<file path="src/rtl/assert_macros.svh">
// ----------------------------------------------------------------------------
// assert_macros.svh
// shared concurrent assertion macros, clocked on the rising edge, reset low
// ----------------------------------------------------------------------------
`ifndef ASSERT_MACROS_SVH
`define ASSERT_MACROS_SVH

// same-cycle implication
`define ASSERT_IMPLIES(lbl, clk, rst_n, ante, cons) \
    lbl: assert property (@(posedge clk) disable iff (!(rst_n)) (ante) |-> (cons)) \
        else $error("assertion failed");

// next-cycle implication
`define ASSERT_NEXT(lbl, clk, rst_n, ante, cons) \
    lbl: assert property (@(posedge clk) disable iff (!(rst_n)) (ante) |=> (cons)) \
        else $error("assertion failed");

`endif

</file>
<file path="src/rtl/fsw_pkg.sv">
// ----------------------------------------------------------------------------
// fsw_pkg
// constants, tables and controller/datapath types of the square wave synthesizer
// ----------------------------------------------------------------------------
package fsw_pkg;

    localparam int MAX_GROUPS      = 16;
    localparam int SINE_TABLE_BITS = 10;

    localparam int MAX_HARM  = MAX_GROUPS * 4;
    localparam int HARM_W    = $clog2(MAX_HARM + 1);
    localparam int KIDX_W    = $clog2(MAX_HARM);
    localparam int QTR_BITS  = SINE_TABLE_BITS - 2;
    localparam int QTR_LEN   = 1 << QTR_BITS;
    localparam int QIDX_W    = QTR_BITS + 1;
    localparam int ACC_W     = 40;
    localparam int SCALED_W  = ACC_W + 16;

    localparam int AMP_W     = 16;
    localparam int FREQ_W    = 32;
    localparam int GROUPS_W  = 5;
    localparam int CFG_IDX_W = 2;
    localparam int CFG_DAT_W = 32;

    localparam logic [CFG_IDX_W-1:0] CFG_AMPLITUDE = 2'd0;
    localparam logic [CFG_IDX_W-1:0] CFG_FREQUENCY = 2'd1;
    localparam logic [CFG_IDX_W-1:0] CFG_GROUPS    = 2'd2;

    localparam logic signed [AMP_W-1:0] AMP_RESET    = 16'sd256;
    localparam logic [FREQ_W-1:0]       FREQ_RESET   = 32'd65536;
    localparam logic [GROUPS_W-1:0]     GROUPS_RESET = 5'd4;

    localparam longint TWO_OVER_PI_Q30 = 64'sd683565276;
    localparam longint HALF_Q30        = 64'sd536870912;
    localparam longint POLY_A1         = 64'sd1686629713;
    localparam longint POLY_A3         = 64'sd693598668;
    localparam longint POLY_A5         = 64'sd85569306;
    localparam longint POLY_A7         = 64'sd5026995;
    localparam longint POLY_A9         = 64'sd172272;

    typedef logic [QTR_LEN:0][31:0]     t_sine_rom;
    typedef logic [MAX_HARM-1:0][29:0]  t_coef_rom;

    // quarter-wave sine, Q1.30, one entry per quantized angle from 0 to pi/2
    function automatic t_sine_rom build_sine_rom();
        t_sine_rom rom;
        longint    x;
        longint    x2;
        longint    p;
        for (int i = 0; i <= QTR_LEN; i++) begin
            x  = longint'(i) << (30 - QTR_BITS);
            x2 = (x * x) >>> 30;
            p  = ((POLY_A9 * x2) >>> 30) - POLY_A7;
            p  = ((p * x2) >>> 30) + POLY_A5;
            p  = ((p * x2) >>> 30) - POLY_A3;
            p  = ((p * x2) >>> 30) + POLY_A1;
            p  = (p * x) >>> 30;
            rom[i] = p[31:0];
        end
        return rom;
    endfunction

    // 2/(h*pi) in unsigned Q0.30 for odd h, rounded, by shift and subtract long division
    function automatic t_coef_rom build_coef_rom();
        t_coef_rom rom;
        longint    h;
        longint    num;
        longint    rem;
        longint    c;
        for (int i = 0; i < MAX_HARM; i++) begin
            h   = 2 * longint'(i) + 1;
            num = TWO_OVER_PI_Q30 + (h >>> 1);
            rem = 0;
            c   = 0;
            for (int b = 31; b >= 0; b--) begin
                rem = (rem << 1) | ((num >>> b) & 64'sd1);
                c   = c << 1;
                if (rem >= h) begin
                    rem = rem - h;
                    c   = c | 64'sd1;
                end
            end
            rom[i] = c[29:0];
        end
        return rom;
    endfunction

    localparam t_sine_rom SINE_ROM = build_sine_rom();
    localparam t_coef_rom COEF_ROM = build_coef_rom();

    typedef struct packed {
        logic load_time;
        logic load_phase;
        logic issue;
        logic scale;
        logic emit;
    } t_cmd;

    typedef struct packed {
        logic no_harm;
        logic last_issue;
        logic pipe_busy;
        logic out_free;
    } t_status;

    typedef enum logic [5:0] {
        S_IDLE  = 6'b000001,
        S_PHASE = 6'b000010,
        S_RUN   = 6'b000100,
        S_DRAIN = 6'b001000,
        S_SCALE = 6'b010000,
        S_ROUND = 6'b100000
    } t_state;

endpackage

</file>
<file path="src/rtl/fsw_ctrl.sv">
// ----------------------------------------------------------------------------
// fsw_ctrl
// sequencer: takes a request, steps the harmonics, drains, scales and emits
// ----------------------------------------------------------------------------
`include "assert_macros.svh"

module fsw_ctrl (
    input  logic             i_clk,
    input  logic             i_rst_n,
    input  logic             i_valid,
    output logic             o_stall,
    input  fsw_pkg::t_status i_status,
    output fsw_pkg::t_cmd    o_cmd
);
    import fsw_pkg::*;

    t_state r_state;
    t_state n_state;

    always_ff @(posedge i_clk) begin
        if (!i_rst_n) begin
            r_state <= S_IDLE;
        end else begin
            r_state <= n_state;
        end
    end

    always_comb begin
        n_state = r_state;
        o_cmd   = '0;
        o_stall = 1'b1;
        case (r_state)
            S_IDLE: begin
                o_stall = 1'b0;
                if (i_valid) begin
                    o_cmd.load_time = 1'b1;
                    n_state         = S_PHASE;
                end
            end
            S_PHASE: begin
                o_cmd.load_phase = 1'b1;
                n_state = i_status.no_harm ? S_DRAIN : S_RUN;
            end
            S_RUN: begin
                o_cmd.issue = 1'b1;
                if (i_status.last_issue) begin
                    n_state = S_DRAIN;
                end
            end
            S_DRAIN: begin
                if (!i_status.pipe_busy) begin
                    n_state = S_SCALE;
                end
            end
            S_SCALE: begin
                o_cmd.scale = 1'b1;
                n_state     = S_ROUND;
            end
            S_ROUND: begin
                if (i_status.out_free) begin
                    o_cmd.emit = 1'b1;
                    n_state    = S_IDLE;
                end
            end
            default: begin
                n_state = S_IDLE;
            end
        endcase
    end

    // accumulator must be settled before it is scaled
    `ASSERT_IMPLIES(a_scale_after_drain, i_clk, i_rst_n, o_cmd.scale, !i_status.pipe_busy)
    // a harmonic is issued only when there is one to issue
    `ASSERT_IMPLIES(a_issue_has_harm, i_clk, i_rst_n, o_cmd.issue, !i_status.no_harm)
    // the last harmonic is followed by the drain wait
    `ASSERT_NEXT(a_last_then_drain, i_clk, i_rst_n,
                 o_cmd.issue && i_status.last_issue, r_state == S_DRAIN)

endmodule

</file>
<file path="config.mk">
export PLATFORM = sky130hd
export DESIGN_NAME = fsw_ctrl
export DESIGN_NICKNAME = d
export VERILOG_FILES = /design/src/rtl/fsw_pkg.sv /design/src/rtl/fsw_ctrl.sv
export VERILOG_INCLUDE_DIRS = /design/src /design/src/rtl
export SDC_FILE = /design/constraint.sdc
export NUM_CORES = 1
export LEC_CHECK = 0
export ABC_AREA = 1
export BUFFER_PORTS_ARGS = -buffer_cell sky130_fd_sc_hd__buf_2
export CORE_AREA = 2 2 39 41
export DETAILED_ROUTE_END_ITERATION = 10
export DIE_AREA = 0 0 41 43
export PLACE_DENSITY = 0.63
export SLEW_MARGIN = 10
export SYNTH_ARGS = -nofsm -noshare
export SYNTH_HDL_FRONTEND = slang
export SYNTH_SLANG_ARGS = --single-unit
</file>
<file path="constraint.sdc">
create_clock -name i_clk -period 1 [get_ports i_clk]
set_input_delay 0.2 -clock i_clk [delete_from_list [all_inputs] [get_ports i_clk]]
set_output_delay 0.2 -clock i_clk [all_outputs]
set_load 0.02 [all_outputs]
</file>
==> run summary <==
The global-route wire length before repair is about 1.4 mm. In the routed layout, each cell is associated on average with a via count of between 4 and 5. The share of flip-flops with an asynchronous set or reset came out at 0%. The count of state elements after synthesis came out at 6. Setup slack on the critical path of the routed design comes to -0.382 ns.

Traced cell by cell, the critical path runs through nor2_4, nand4_2, inv_2, buf_2. Sorting the synthesized cells by area gives the leading types as dfxtp_1 (32%), inv_1 (13%), nand2_1 (7.0%). The delay contributed by the slowest stage of the critical path is 0.32 ns. The shortest period the worst path allows is ~1.4 ns. The share of Yosys cell area claimed by the top area cell type is between 30% and 40%. The final critical-path share of the clock period is 138%. The maximum fanout along the worst path came out at 5. The total number of nets in the final design came out at 95. In this run the number of H-tree levels came out at 1. The largest net degree at the start of global routing came out at 7. In this run, CTS created clock tree buffers numbering 3. The most used flip-flop cell after synthesis is dfxtp_1. The worst setup path is of the reg2out kind. The relative area change from synthesis to final layout came out at 99.3%. The sequential fraction of the synthesis area is 32.0%. The total die area is 0.00176 mm². The mean post-synth cell area is 6.82 µm².

The residual antenna-violating net count after detailed routing came out at 0. The HPWL after detailed placement came out at 700 µm. The number of max-slew violations in the final report is 0.

For this run, the total global-route usage over all layers was measured as 12.4%. The synthesized design spends more area on one cell type than any other, namely dfxtp_1. The number of vias in the routed layout is 480. During I/O placement, the number of pins put on the boundary was 13. The via count of the first global-routing pass came out at 373. The sum of overflow across all layers after global routing came out at 0. The leakage component of the power is 0.405 nW. The post-route core utilization is 54.1%. The number of enable-type register cells in the synthesized netlist is 0.

The final reports fail on setup timing. The die span in x is 41 µm. The total of warnings raised by yosys is 0.

Setup repair after global routing could not meet its margin everywhere. In the synthesized netlist, the cells that appear most often are inv_1 (13), nand2_1 (7), nor2_1 (7), dfxtp_1 (6), nand3_1 (5). Setup violations remaining at the end of the flow were counted as 12. The overall die height is 43 µm.

Broken down by cell family, the worst path's largest delay share belongs to simple AND/OR/NAND/NOR gates. In this run, the number of DRC markers left after iteration 0 of detailed routing was 12. The required time of the critical path is 0.80 ns. TritonCTS built the clock tree.

The buffer cell driving the clock tree root is clkbuf_4. The fraction of final layout cells with drive strength greater than 1 is 72.1%. The flip-flop count of the largest register, all copies and words added came out at 6. Clock latency on the worst-skew pair, taken at its later pin, is 0.24 ns. The total power per unit cell area is 1020 mW/mm². The clock transition at the register clock pins on the worst setup and hold paths after CTS came out at 0.04 ns.

The post-synth net total came out at 62. In this run the deepest clock path goes through 2 buffers. The highest clock rate came out at 0.724 GHz. The total buffers and inverters traversed by the critical path is 2. The tightest min-delay check is of the in2reg type.

The run finished, with violations left. The relative slew slack came out at 83.6%. The number of instances in the synthesized netlist came out at 55. The setup TNS came out at -2.87 ns. The final number of hold-violating endpoints was 0. In this run the cell area of the synthesized design comes to approximately 380 µm².

The first TritonRoute pass finished after 4 iterations. Row generation in the floorplan step produced 14 rows. The slowest stage of the critical path is the dfxtp_2 cell. The number of remaining DRC errors is 0.

The number of antenna violations at the first check in global routing came out at 0. In the final layout, the registers with the most flip-flops are r_state (6). At the worst endpoint, the arrival time is 1.18 ns.

The congestion estimate from routability-driven global placement came to ~0.78. During placement, the flow inserted port buffers numbering 12. Yosys mapped the design onto 16 distinct sky130hd cell types. The core region is 0.00138 mm².

The diode insertion count for antenna repair came out at 0. For the pin with the worst max-slew slack, the measured transition is around 0.25 ns. For this design, the sink count on the clock tree is 6. The filler cells instantiated in the layout total 130. STA classifies the critical path endpoint as a primary output.

The average wire per cell in the routed design came out at 10.0 µm. The initial utilization of the core area, before any placement, comes to ~27%. Across the routed clock network, the largest skew measured is ~0.00034 ns. The post-placement setup slack came out at -0.182 ns. The tool flagged a number of max-cap violations equal to 0. The largest register by flop count is r_state. inv_1 is the most common cell in the netlist. For this block, the routed nets add up to 1.02 mm of wire. The worst vdd rail ir drop came out at roughly 560 µV. The worst setup path is launched from a flip-flop.
-- path summary, 6_finish.rpt --
path	start	endpoint	cells after the start	slack, ns
min	i_rst_n	r_state[0]	2	0.17
max reg2reg	r_state[2]	r_state[0]	8	-0.19
min reg2reg	r_state[3]	r_state[2]	3	0.64
max	r_state[5]	o_cmd[3]	4	-0.38
-- what timing repair did --
| item | in CTS | in global routing |
|---|---|---|
| hold buffers | 0 | 0 |
| hold endpoints to repair | 0 | 0 |
| pin swaps | 8 | 5 |
| endpoints found under the setup margin | 12 | 12 |
| resized for setup | 26 | 6 |
| buffers inserted | 2 | 5 |
-- area by class of cell --
type / count / area [µm²] / area share, %
Tap cell: 16 / 20.0 / 2.68
Multi-Input combinational cell: 36 / 297 / 39.6
Inverter: 13 / 48.8 / 6.52
Timing Repair Buffer: 28 / 230 / 30.8
Sequential cell: 6 / 130 / 17.4
Clock buffer: 3 / 22.5 / 3.01
-- power by group --
group,total (W),switching (W),internal [W]
sequential,0.000266,0.0000140,0.000252
clock,0.000216,0.0000806,0.000135
combinational,0.000283,0.000137,0.000145
total,0.000764,0.000232,0.000532
-- layout by cell type (no fill, tap or decap), drive strengths merged --
cell,synthesis,layout
nor3,1,1
nand2,7,7
clkbuf,0,3
dfxtp,6,6
a21oi,3,3
nor2,11,11
nand4,5,5
nand3b,1,1
o21ai,1,1
and2,1,1
buf,0,28
nand3,6,6
inv,13,13
-- logic make-up after synthesis --
family / count (synthesis) / synth area share (%)
AND/OR/NAND/NOR: 32 / 48.7
buffers and inverters: 13 / 13.0
flip-flops: 6 / 32.0
AO/OA/AOI/OAI: 4 / 6.33
-- metal layers --
metal,global-route usage [%],share of wire (%),vias up
li1,-,-,241
met1,12.6,41,221
met2,19.7,52,13
met3,4.71,3.8,5
met4,8.00,2.3,0
met5,0,0,-
-- metrics by stage --
step	area, µm²	cells	power (W)	hold WS, ns
after floorplan	420	55	0.000388	0.284
after global placement	568	92	0.000457	0.412
after detailed placement	568	92	0.000457	0.414
after CTS	691	97	0.000719	0.165
after global routing	748	102	0.000810	0.161
final	748	102	0.000764	0.166
Note: power is estimated with default switching activity, not from simulation.
